===== src/rtl/tgq_pkg.sv =====
// Shared types, codes and default sizes for the team queue.
`default_nettype none

package tgq_pkg;

    // Default sizes, handed to the top level parameters.
    localparam int ELEMENT_BITS_DEF = 10;
    localparam int NUM_TEAMS_DEF    = 16;
    localparam int CAPACITY_DEF     = 256;

    // Fixed widths of the command fields.
    localparam int FUNC_BITS    = 2;
    localparam int TEAM_ID_BITS = 4;

    // Function codes of an input item.
    typedef enum logic [FUNC_BITS-1:0] {
        FUNC_LOAD = 2'd0,
        FUNC_ENQ  = 2'd1,
        FUNC_DEQ  = 2'd2
    } func_t;

    // Result status codes.
    typedef enum logic [1:0] {
        ST_OK    = 2'd0,
        ST_EMPTY = 2'd1,
        ST_FULL  = 2'd2
    } status_t;

    // Datapath operations, one per controller step.
    typedef enum logic [3:0] {
        OP_NONE,
        OP_CLEAR,
        OP_LOAD,
        OP_ENQ_RD1,
        OP_ENQ_RD2,
        OP_ENQ_WR,
        OP_DEQ_RD1,
        OP_DEQ_RD2,
        OP_DEQ_RD3,
        OP_DEQ_WR,
        OP_REJECT_FULL,
        OP_REJECT_EMPTY,
        OP_IGNORE
    } op_t;

    // Commands from the controller to the datapath.
    typedef struct packed {
        logic latch;
        op_t  op;
    } cmd_t;

    // Status from the datapath to the controller.
    typedef struct packed {
        logic clear_done;
        logic full;
        logic empty;
    } stat_t;

endpackage

`default_nettype wire


===== src/rtl/tgq_ctrl.sv =====
// Controller state machine of the team queue: sequences each item through the datapath.
`default_nettype none

module tgq_ctrl (
    input  wire logic                              clk,
    input  wire logic                              rst_n,
    input  wire logic                              start,
    input  wire logic [tgq_pkg::FUNC_BITS-1:0]     func,
    input  wire tgq_pkg::stat_t                    stat,
    output tgq_pkg::cmd_t                          cmd,
    output logic                                   busy,
    output logic                                   done
);
    import tgq_pkg::*;

    typedef enum logic [3:0] {
        S_CLEAR,
        S_IDLE,
        S_LOAD,
        S_ENQ_RD1,
        S_ENQ_RD2,
        S_ENQ_WR,
        S_DEQ_RD1,
        S_DEQ_RD2,
        S_DEQ_RD3,
        S_DEQ_WR,
        S_REJECT_FULL,
        S_REJECT_EMPTY,
        S_IGNORE
    } state_t;

    state_t state_reg;
    state_t state_next;
    logic   done_reg;
    logic   done_next;
    logic   accept;

    assign accept = (state_reg == S_IDLE) && start;

    // Next state and the operation issued in the current state.
    always_comb
    begin
        state_next = state_reg;
        done_next  = 1'b0;
        cmd.latch  = accept;
        cmd.op     = OP_NONE;
        unique case (state_reg)
            S_CLEAR:
            begin
                cmd.op = OP_CLEAR;
                if (stat.clear_done)
                begin
                    state_next = S_IDLE;
                end
            end
            S_IDLE:
            begin
                if (start)
                begin
                    unique case (func)
                        FUNC_LOAD: state_next = S_LOAD;
                        FUNC_ENQ:  state_next = stat.full ? S_REJECT_FULL : S_ENQ_RD1;
                        FUNC_DEQ:  state_next = stat.empty ? S_REJECT_EMPTY : S_DEQ_RD1;
                        default:   state_next = S_IGNORE;
                    endcase
                end
            end
            S_LOAD:
            begin
                cmd.op     = OP_LOAD;
                state_next = S_IDLE;
                done_next  = 1'b1;
            end
            S_ENQ_RD1:
            begin
                cmd.op     = OP_ENQ_RD1;
                state_next = S_ENQ_RD2;
            end
            S_ENQ_RD2:
            begin
                cmd.op     = OP_ENQ_RD2;
                state_next = S_ENQ_WR;
            end
            S_ENQ_WR:
            begin
                cmd.op     = OP_ENQ_WR;
                state_next = S_IDLE;
                done_next  = 1'b1;
            end
            S_DEQ_RD1:
            begin
                cmd.op     = OP_DEQ_RD1;
                state_next = S_DEQ_RD2;
            end
            S_DEQ_RD2:
            begin
                cmd.op     = OP_DEQ_RD2;
                state_next = S_DEQ_RD3;
            end
            S_DEQ_RD3:
            begin
                cmd.op     = OP_DEQ_RD3;
                state_next = S_DEQ_WR;
            end
            S_DEQ_WR:
            begin
                cmd.op     = OP_DEQ_WR;
                state_next = S_IDLE;
                done_next  = 1'b1;
            end
            S_REJECT_FULL:
            begin
                cmd.op     = OP_REJECT_FULL;
                state_next = S_IDLE;
                done_next  = 1'b1;
            end
            S_REJECT_EMPTY:
            begin
                cmd.op     = OP_REJECT_EMPTY;
                state_next = S_IDLE;
                done_next  = 1'b1;
            end
            S_IGNORE:
            begin
                cmd.op     = OP_IGNORE;
                state_next = S_IDLE;
                done_next  = 1'b1;
            end
            default:
            begin
                state_next = S_IDLE;
            end
        endcase
    end

    // State and the result strobe.
    always_ff @(posedge clk or negedge rst_n)
    begin
        if (!rst_n)
        begin
            state_reg <= S_CLEAR;
            done_reg  <= 1'b0;
        end
        else
        begin
            state_reg <= state_next;
            done_reg  <= done_next;
        end
    end

    assign busy = (state_reg != S_IDLE);
    assign done = done_reg;

    // A result strobe always lands in the idle state.
    a_done_when_idle: assert property (@(posedge clk) disable iff (!rst_n)
        done |-> !busy)
        else $error("result strobe while busy");

    // An accepted item makes the block busy in the next cycle.
    a_accept_busy: assert property (@(posedge clk) disable iff (!rst_n)
        (start && !busy) |=> busy)
        else $error("accepted item did not start work");

    // No result appears while the mapping table is still being cleared.
    a_no_done_in_clear: assert property (@(posedge clk) disable iff (!rst_n)
        (state_reg == S_CLEAR) |-> !done)
        else $error("result during clearing pass");

endmodule

`default_nettype wire


===== config.mk =====
export PLATFORM = sky130hd
export DESIGN_NAME = tgq_ctrl
export DESIGN_NICKNAME = d
export VERILOG_FILES = /design/src/rtl/tgq_pkg.sv /design/src/rtl/tgq_ctrl.sv
export SDC_FILE = /design/constraint.sdc
export NUM_CORES = 1
export LEC_CHECK = 0
export BUFFER_PORTS_ARGS = -buffer_cell sky130_fd_sc_hd__buf_4
export CAP_MARGIN = 20
export CORE_AREA = 2 2 39 41
export DETAILED_ROUTE_END_ITERATION = 7
export DIE_AREA = 0 0 41 43
export SETUP_SLACK_MARGIN = 0.4
export SYNTH_ARGS = -nofsm -noshare
export SYNTH_HDL_FRONTEND = slang
export SYNTH_SLANG_ARGS = --single-unit

===== constraint.sdc =====
create_clock -name clk -period 1.3 [get_ports clk]
set_input_delay 0.195 -clock clk [delete_from_list [all_inputs] [get_ports clk]]
set_output_delay 0.195 -clock clk [all_outputs]
set_load 0.02 [all_outputs]

Word level (Yosys, flattened, before mapping)
Cells that the tools add are included.
- flip-flop bits (word level): 5
- input bits: 8
- output and inout port bits: 7
- logic and storage cells: 32
- eq/ne operators: 17
- mux-type cells: 8
- reduce and logical (&&, ||, !) cells: 5
- operators with widths (kind ; count):
    $pmux 4 s12 ; 1
    $pmux 4 s7 ; 1
    $eq 4x4->1 const B ; 5
    $eq 4x3->1 const B ; 4
    $mux 4 ; 4
    $pmux 4 s3 ; 1
    $eq 4x2->1 const B ; 2
    $reduce_or 6->1 ; 1
    $eq 4x1->1 const B ; 1
    $logic_not 4->1 ; 1
    $ne 2x2->1 const B ; 2
    $ne 4x1->1 const B ; 1
    $eq 2x1->1 const B ; 1
    $eq 2x2->1 const B ; 1
    $logic_not 2->1 ; 1
    $reduce_and 2->1 ; 1
    $logic_and 1x1->1 ; 1
    $mux 1 ; 1

Depth between registers and ports, before layout
Gate-level depths: netlist of the first run.
- depth after elaboration: 4
- mapped depth: 4
- gate-level depth less buffers: 3

Worst setup path before layout of the first run
No wires, ideal clock.
- path type: reg-to-output
- start point: register state_reg[0]
- end point: output port cmd[3] in the netlist's numbering
- arrival: 1.333 ns
- required time: 1.105 ns
- setup slack: -0.228 ns
- cell stages (with the launch flop): 4
- path buffers: 1
- cells stage by stage: dfrtp_1 -> buf_4 -> or2_2 -> a21boi_0
- RTL lines (what ; line ; text):
    start: declaration ; tgq_ctrl.sv:32 ; state_t state_reg;
    start signal: assignment ; tgq_ctrl.sv:146 ; state_reg <= state_next;
    end: declaration ; tgq_ctrl.sv:10 ; output tgq_pkg::cmd_t cmd,

Worst setup path in the final report of the first run
- start point: register state_reg[1]
- end point: output port busy
- cells in the longest elaborated chain, start to end: 1
- RTL lines (what ; line ; text):
    $ne 4x1->1 ; tgq_ctrl.sv:151 ; assign busy = (state_reg != S_IDLE);
    end: declaration ; tgq_ctrl.sv:11 ; output logic busy,
Every way passes these cells.

==> impl_metrics.py, run 1 <==
metrics = {
    "placement": {
        "gp_congestion": 0.7598,
        "port_buffers": 14,
        "hpwlAfterDp_microns": 816.8,
    },
    "layout": {
        "drive_above_1_share_pct": 69.51,
        "ff_latch_area_sq_um": 127.6,
        "multi_input_area_sq_um": 342.8,
        "syn2layout_area_growth_pct": 116.7,
        "nets": 91,
        "largest_reg_flops": 4,
        "fillers": 112,
        "diodes": 0,
    },
    "routing": {
        "ant_nets": 0,
        "first_pass_iters": 3,
        "viasPerCell": 4.908,
        "drtIter0Drc": 6,
        "drc": 0,
        "num_vias": 481,
        "wl_per_cell_microns": 12.71,
        "wl_microns": 1246,
    },
    "worst_setup_path": {
        "ff2ff_setup_slack_ns": -0.13,
        "critPathRequiredTime_ns": 1.11,
        "reg2reg_from": "state_reg[0]",
        "crit_path_end_kind": "output port",
        "worstReg2RegEnd": "state_reg[0]",
        "critPathMaxFanout": 2,
        "r2r_cells": 6,
        "cp.arrival_ns": 1.30,
        "startpoint_type": "flip-flop",
        "path_class": "reg -> out",
    },
    "sta": {
        "fin_ws_ns": -0.1906,
        "timing.final.crit_share_pct": 114.7,
        "holdWs_ns": 0.2678,
        "max-slew-margin-rel_pct": 85.06,
        "finalHoldViolCount": 0,
        "rsz0062_at_grt": "true",
        "period_minus_slack_ns": 1.491,
        "tightest_slew_ns": 0.2222,
        "fmax_mhz": 670.9,
        "final-max-slew-violation-count": 0,
        "fin_skew_ns": 0.004012,
        "final-setup-viol-count": 10,
    },
    "clock_tree": {
        "clkLatencyLatePin_ns": 0.24,
        "tritoncts": "done",
        "clkSinkCount": 5,
        "cts_root_buffer": "clkbuf_4",
        "cts_buffers": 3,
        "clkSlewWorstSetupHoldPaths_ns": 0.04,
        "cts_htree_levels": 1,
        "clk_path_buf_depth": 2,
    },
    "synthesis": {
        "syn_nets": 55,
        "synth_seq_area_share_pct": 32.05,
        "synth_cell_types": 27,
        "synth_top_area_share_pct": 32.05,
        "synth_cells": 47,
        "syn-cell-area_sq_um": 390.4,
        "ys.warnings.count": 0,
        "synth_area_leaders": "dfrtp_1, a21oi_1, nand2b_1, o21ai_0, a21boi_0",
        "synth_area_leader_cell": "dfrtp_1",
        "ys_ff_latch": 5,
        "syn_avg_cell_area_sq_um": 8.306,
    },
    "grt": {
        "grt_overflow": 0,
        "grt_max_degree": 8,
        "grt_pass1_vias": 445,
        "grt_usage_pct": 16.48,
        "grt_pass1_wl_microns": 1966,
        "antenna_found_initial": 0,
    },
    "floorplan": {
        "die_y_microns": 43,
        "die_area_sq_um": 1763,
        "pin_count": 15,
        "initial_core_util_pct": 28.21,
        "core_area_sq_um": 1384,
        "die_w_microns": 41,
        "rows": 14,
    },
    "worst_hold_path": {
        "min_from": "func[0]",
        "worstHoldPathCells": 3,
        "holdPathEnd": "state_reg[1]",
        "hp-class": "in -> reg",
    },
    "pwr": {
        "power_w": 0.002185,
        "peakVddDrop_mv": 1.112,
        "power.density_nw_per_um2": 2584,
        "p_leak_nw": 0.3818,
    },
    "job": {
        "drv_cap": 0,
    },
    "outcome": {
        "outcome": "finished, violations left",
        "violations": "setup timing",
    },
}
-- cells by family (layout without fill, tap and decap cells) --
logic type	count (synthesis)	count (layout)	share of synthesized area (%)
AOI/OAI and AO/OA	19	19	31.41
muxes	1	1	2.564
DFF	5	5	32.05
buffers and inverters	6	41	7.690
and+or+nand+nor	15	15	24.04
xor gates and xnor gates	1	1	2.244
-- cell usage after synthesis, drive strengths merged --
cell type,number
o2111ai,1
or4,1
nand2,1
or2,1
nor3,2
nand3b,1
inv,1
a31oi,2
a21boi,2
mux2i,1
a21oi,5
a21o,1
nor4b,1
buf,2
nand2b,3
o21a,1
o31ai,2
xnor2,1
a211oi,1
o21ai,3
or3,2
a211o,1
clkbuf,3
dfrtp,5
or2b,1
nor2,1
and2b,1
-- per-layer routing --
layer	up-vias	wire (microns)	global-route usage, %
li1	243	-	-
met4	0	0	4.000
met5	-	0	0
met3	0	38	4.712
met2	9	681	25.62
met1	229	525	21.71
-- cell type report --
| cell class | count | share of cell area (%) |
|---|---|---|
| multi-input combinational | 36 | 40.53 |
| inverter | 1 | 0.4438 |
| timing repair buffer | 36 | 38.46 |
| clock buffer | 4 | 3.107 |
| sequential | 5 | 15.09 |
| tap | 16 | 2.367 |
-- worst max-delay path by stage --
| stage | start | endpoint | depth (start not counted) |
|---|---|---|---|
| floorplan | state_reg[1] | cmd[0] | 4 |
| global placement | state_reg[0] | state_reg[0] | 4 |
| detailed placement | state_reg[0] | state_reg[0] | 4 |
| CTS | state_reg[1] | busy | 3 |
| global route | state_reg[1] | busy | 3 |
| finish | state_reg[1] | busy | 3 |
-- what timing repair did --
item / CTS / global route
resized for setup: 18 / 8
hold buffers: 1 / 0
setup buffers: 3 / 4
endpoints found under the setup margin: 12 / 12
gates cloned: 0 / 0
pin swaps: 8 / 5
hold endpoints to repair: 5 / 0
-- where the power goes --
group / internal (W) / total, W / switching, W
logic: 0.000965 / 0.00170 / 0.000731
clock network: 0.000116 / 0.000180 / 0.0000635
registers: 0.000225 / 0.000310 / 0.0000849
total: 0.00131 / 0.00219 / 0.000880
-- cell usage in the layout (no fill, tap or decap) --
cell,count
or3_4,1
nand2b_4,2
buf_4,21
nor4b_2,1
a21oi_4,1
dfrtp_1,3
o21a_1,1
o21ai_2,1
o21ai_0,2
a21oi_1,2
a21oi_2,2
inv_2,1
nor3_4,1
dfrtp_2,2
or4_1,1
and2b_1,1
o31ai_1,1
o2111ai_1,1
nand3b_1,1
xnor2_2,1
a211oi_2,1
nand2_1,1
clkbuf_4,3
or3_1,1
o31ai_2,1
nand2b_1,1
nor2_1,1
clkbuf_1,1
a211o_1,1
nor3_2,1
or2_4,1
or2b_1,1
a31oi_1,2
a21o_1,1
mux2i_1,1
a21boi_4,2
buf_6,14
dlygate4sd3_1,1
-- per-stage QoR --
step | setup TNS [ns] | utilization, % | instance area, sq um | cells | worst slack (ns)
global route | -1.829 | 61.12 | 845.8 | 98 | -0.2333
detailed placement | -0.006214 | 46.56 | 644.4 | 86 | -0.006214
finish | -1.223 | 61.12 | 845.8 | 98 | -0.1906
floorplan | 0 | - | 474.2 | 47 | 0.09283
CTS | -0.9497 | 56.15 | 777.0 | 94 | -0.1959
global placement | 0 | 46.56 | 644.4 | 86 | 0.02161
-- critical path, stage by stage (launching register included) --
cell and delay, ns:
dfrtp_1 0.39, nand2b_4 0.15, or3_4 0.38, buf_6 0.14
(Power assumes the default switching activity.)
==> run 2: changes to the inputs <==
--- a/config.mk
+++ b/config.mk
@@ -10,6 +10,7 @@
 export CORE_AREA = 2 2 39 41
 export DETAILED_ROUTE_END_ITERATION = 7
 export DIE_AREA = 0 0 41 43
+export REMOVE_ABC_BUFFERS = 1
 export SETUP_SLACK_MARGIN = 0.4
 export SYNTH_ARGS = -nofsm -noshare
 export SYNTH_HDL_FRONTEND = slang
==> run 2 against run 1 <==
Against the previous run:
- the flow still finishes with violations (setup timing)
- combinational power down 20%
- via count down 5.6%
- die area unchanged
- sequential power up 8.4%
- clock power about the same
- cell area down 15%
- first-iteration DRC count down 33%
- clock skew down 0.0020 ns
- critical path type unchanged
- critical endpoint unchanged
- largest cell class unchanged
- largest power group unchanged
==> impl_metrics.py, run 2 (synthesis gave the netlist of run 1 again) <==
metrics = {
    "worst_setup_path": {
        "startpoint_type": "flip-flop",
        "crit_chain": "buf_6 -> nand2b_4 -> or3_4 -> buf_6",
        "critPathMaxFanout": 6,
        "path_class": "reg -> out",
        "critPathRequiredTime_ns": 1.11,
        "worst_path_max_delay_cell": "dfrtp_2",
        "crit_top_cell": "buf_6",
        "crit_path_end_kind": "output port",
        "crit_path_max_incr_delay_ns": 0.42,
        "cp.arrival_ns": 1.33,
    },
    "grt": {
        "grt_usage_pct": 14.60,
        "grt_pass1_vias": 403,
        "grt_max_degree": 9,
        "grt_pass1_wl_microns": 1752,
        "grt_overflow": 0,
        "antenna_found_initial": 0,
    },
    "sta": {
        "rsz0062_at_grt": "true",
        "fin_skew_ns": 0.001984,
        "finalHoldViolCount": 0,
        "timing.final.crit_share_pct": 117.2,
        "max-slew-margin-rel_pct": 79.07,
        "tightest_slew_ns": 0.3096,
        "finalSetupTns_ns": -1.014,
        "fmax_mhz": 656.1,
        "final-setup-viol-count": 7,
        "fin_ws_ns": -0.2242,
        "final-max-slew-violation-count": 0,
        "period_minus_slack_ns": 1.524,
    },
    "layout": {
        "nets": 86,
        "syn2layout_area_growth_pct": 84.94,
        "finalNonFillerCells": 93,
        "largest_reg_flops": 4,
        "layout_common_cells": "buf_4, buf_6, dfrtp_2",
        "post-route-util_pct": 52.17,
        "fillers": 133,
        "final_cell_area_sq_um": 721.9,
        "diodes": 0,
        "drive_above_1_share_pct": 62.34,
        "final_common_cell": "buf_4",
    },
    "pwr": {
        "power.density_nw_per_um2": 2597,
        "peakVddDrop_mv": 1.065,
        "power_w": 0.001875,
        "p_leak_nw": 0.3288,
    },
    "routing": {
        "wl_per_cell_microns": 12.61,
        "first_pass_iters": 2,
        "wl_microns": 1173,
        "ant_nets": 0,
        "num_vias": 454,
        "drtIter0Drc": 4,
        "drc": 0,
        "viasPerCell": 4.882,
    },
    "floorplan": {
        "rows": 14,
        "initial_core_util_pct": 28.21,
        "die_y_microns": 43,
        "die_area_sq_um": 1763,
        "core_area_sq_um": 1384,
        "die_w_microns": 41,
        "pin_count": 15,
    },
    "clock_tree": {
        "cts_buffers": 3,
        "clkLatencyLatePin_ns": 0.24,
        "tritoncts": "done",
        "clkSinkCount": 5,
        "clk_path_buf_depth": 2,
        "cts_htree_levels": 1,
        "clkSlewWorstSetupHoldPaths_ns": 0.04,
        "cts_root_buffer": "clkbuf_4",
    },
    "job": {
        "drv_cap": 0,
    },
    "placement": {
        "port_buffers": 14,
        "hpwlAfterDp_microns": 736.6,
        "place_inst": 81,
        "place_area_sq_um": 556.8,
        "gp_congestion": 0.7327,
    },
    "outcome": {
        "violations": "setup timing",
        "outcome": "finished, violations left",
    },
    "worst_hold_path": {
        "hp-class": "in -> reg",
    },
}
run 2: what timing repair did:
item,CTS,global route
buffers inserted,4,3
hold buffers,1,0
setup endpoints to repair,12,12
resized for setup,16,10
pin swaps,3,2
hold endpoints to repair,5,0
run 2: power breakdown:
part | total, W | internal (W) | switching (W)
clock network | 0.000183 | 0.000116 | 0.0000670
logic | 0.00136 | 0.000765 | 0.000591
registers | 0.000336 | 0.000230 | 0.000106
run 2: per-layer routing:
layer  vias to the layer above  wire, microns  track usage [%]
met4                         0              0            4.000
met3                         0             64            6.283
met5                         -              0                0
met2                        13            565            20.63
met1                       206            543            19.81
li1                        235              -                -
run 2: cell type report:
type                    count  area (sq um)  share of cell area (%)
flip-flops and latches      5         130.1                   18.02
clock buffers               4         26.28                   3.640
multi-input cells          36         284.0                   39.34
well taps                  16         20.02                   2.773
repair buffers             31         257.7                   35.70
inverters                   1         3.754                  0.5199
run 2: final timing paths:
check,end,slack (ns),start,cells after the start
max,busy,-0.22,state_reg[0],4
min,state_reg[1],0.25,func[0],3
max reg2reg,state_reg[3],-0.09,state_reg[0],6
min reg2reg,state_reg[2],0.54,state_reg[2],1
max in group asynchronous,state_reg[0],0.89,rst_n,2
min in group asynchronous,done,0.29,rst_n,2
run 2: through the flow:
step                      hold WS (ns)  setup slack (ns)
after CTS                       0.2430           -0.2033
after global placement       -0.001620          0.002586
after detailed placement     -0.001443         -0.006906
final                           0.2534           -0.2242
after floorplan                -0.1006           -0.2004
after global routing            0.2595           -0.2678
run 2: worst max-delay path: cells and delay by family (launching register included):
family | cells | cell delay, ns
buffers and inverters | 2 | 0.28
flip-flops | 1 | 0.42
AND/OR/NAND/NOR | 2 | 0.39
==> run 3: changes to the inputs <==
==> constraint.sdc (replaced) <==
create_clock -name clk -period 1.96 [get_ports clk]
set_input_delay 0.294 -clock clk [delete_from_list [all_inputs] [get_ports clk]]
set_output_delay 0.294 -clock clk [all_outputs]
set_load 0.02 [all_outputs]
==> run 3 against run 2 <==
Against the previous run:
- the run now ends clean
- non-clock buffer count shrank 5
- sequential cell count did not move
- via count grew 3.1%
- critical path depth is 1 lower
- count of clock-buffer cells in the layout is the same
- hold slack better by 0.12 ns
- sequential share of layout area increased by 2.3 points
- critical endpoint unchanged
- highest routed layer unchanged
==> impl_metrics.py, run 3 (synthesis gave the netlist of run 1 again) <==
metrics = {
    "pwr": {
        "peakVddDrop_mv": 0.6131,
        "p_leak_nw": 0.2911,
        "power_w": 0.001061,
        "power.density_nw_per_um2": 1672,
    },
    "worst_setup_path": {
        "cp_top_family": "simple AND/OR/NAND/NOR gates",
        "path_class": "reg -> out",
        "crit_chain": "nand2b_4 -> or3_4 -> buf_6",
        "cp.arrival_ns": 1.29,
        "startpoint_type": "flip-flop",
        "crit_path_end_kind": "output port",
        "critical_path_buf_inv_count": 1,
        "ff2ff_setup_slack_ns": 0.48,
        "critPathMaxFanout": 5,
        "critPathRequiredTime_ns": 1.67,
        "crit_path_max_incr_delay_ns": 0.43,
        "worst_path_max_delay_cell": "dfrtp_2",
    },
    "routing": {
        "first_pass_iters": 4,
        "drtIter0Drc": 7,
        "wl_microns": 1085,
        "viasPerCell": 5.318,
        "wl_per_cell_microns": 12.33,
        "num_vias": 468,
        "drc": 0,
        "ant_nets": 0,
    },
    "clock_tree": {
        "cts_buffers": 3,
        "cts_htree_levels": 1,
        "tritoncts": "done",
        "clk_path_buf_depth": 2,
        "clkSinkCount": 5,
        "clkSlewWorstSetupHoldPaths_ns": 0.04,
        "cts_root_buffer": "clkbuf_4",
        "clkLatencyLatePin_ns": 0.24,
    },
    "floorplan": {
        "die_w_microns": 41,
        "die_area_sq_um": 1763,
        "pin_count": 15,
        "die_y_microns": 43,
        "initial_core_util_pct": 28.21,
        "core_area_sq_um": 1384,
        "rows": 14,
    },
    "layout": {
        "layout_common_cells": "buf_4, a21oi_1, o21ai_0, clkbuf_4, dfrtp_2",
        "ff_latch_area_sq_um": 128.9,
        "final_common_cell": "buf_4",
        "diodes": 0,
        "fillers": 134,
        "nets": 81,
        "multi_input_area_sq_um": 254.0,
        "drive_above_1_share_pct": 48.61,
        "syn2layout_area_growth_pct": 62.50,
        "largest_reg_flops": 4,
    },
    "sta": {
        "fmax_mhz": 629.7,
        "final-max-slew-violation-count": 0,
        "fin_skew_ns": 0.001107,
        "finalSetupTns_ns": 0,
        "max-slew-margin-rel_pct": 83.43,
        "final-setup-viol-count": 0,
        "holdWs_ns": 0.3700,
        "finalHoldViolCount": 0,
        "tightest_slew_ns": 0.2450,
        "timing.final.crit_share_pct": 81.03,
        "period_minus_slack_ns": 1.588,
        "rsz0062_at_grt": "true",
    },
    "worst_hold_path": {
        "hp-class": "in -> reg",
    },
    "placement": {
        "gp_congestion": 0.7346,
        "port_buffers": 14,
        "hpwlAfterDp_microns": 633.2,
    },
    "grt": {
        "grt_overflow": 0,
        "grt_pass1_vias": 401,
        "antenna_found_initial": 0,
        "grt_pass1_wl_microns": 1766,
        "grt_max_degree": 12,
        "grt_usage_pct": 14.72,
    },
    "job": {
        "drv_cap": 0,
    },
    "outcome": {
        "outcome": "completed",
    },
}
## run 3: changes by cell type in the layout (fill, tap and decap cells not counted), sizes merged
| cell | previous run | this run |
|---|---|---|
| buf | 30 | 25 |
## run 3: metrics by stage
step	area, sq um	instances	setup WS (ns)	util (%)
2_1_floorplan	364.1	42	0.3606	-
3_3_place_gp	496.7	73	0.4869	35.90
3_5_place_dp	496.7	73	0.4543	35.90
4_1_cts	606.8	85	0.3501	43.85
5_1_grt	634.4	88	0.3353	45.84
6_report	634.4	88	0.3719	45.84
## run 3: layout make-up
class | instances | area share, %
well taps | 16 | 3.156
inverters | 1 | 0.5917
flip-flops and latches | 5 | 20.32
multi-input cells | 36 | 40.04
clock buffers | 4 | 4.142
repair buffers | 26 | 31.76
## run 3: worst register-to-register path, cell delays in order, from the launching register on
cell     delay (ns)
dfrtp_2        0.46
buf_4          0.18
or4_1          0.50
a21oi_1        0.15
nor2_1         0.07
## run 3: power by group
part | internal (W) | leakage, nW | switching [W] | total (W)
clock | 0.0000768 | 0.0150 | 0.0000394 | 0.000116
combinational | 0.000387 | 0.217 | 0.000347 | 0.000734
sequential | 0.000151 | 0.0595 | 0.0000600 | 0.000211
total | 0.000614 | 0.291 | 0.000447 | 0.00106
## run 3: what timing repair did
item / in CTS / in global routing
hold buffers: 1 / 0
endpoints found under the setup margin: 5 / 6
resized for setup: 8 / 2
pin swaps: 0 / 3
endpoints found under the hold margin: 5 / 0
setup buffers: 7 / 3
## run 3: path summary, 6_finish.rpt
check,startpoint,end,cells after the start
setup / recovery,state_reg[1],busy,3
hold / removal,func[0],state_reg[1],3
setup reg to reg,state_reg[0],state_reg[0],4
hold reg to reg,state_reg[2],state_reg[2],2
max in group asynchronous,rst_n,state_reg[2],2
min in group asynchronous,rst_n,done,2
## run 3: per-layer routing
layer | share of wire (%) | up-vias | GRT usage (%)
met5 | 0 | - | 0
met4 | 0 | 0 | 6.000
met3 | 5.3 | 0 | 3.141
met2 | 51 | 15 | 21.25
met1 | 43 | 229 | 20.52
li1 | - | 224 | -
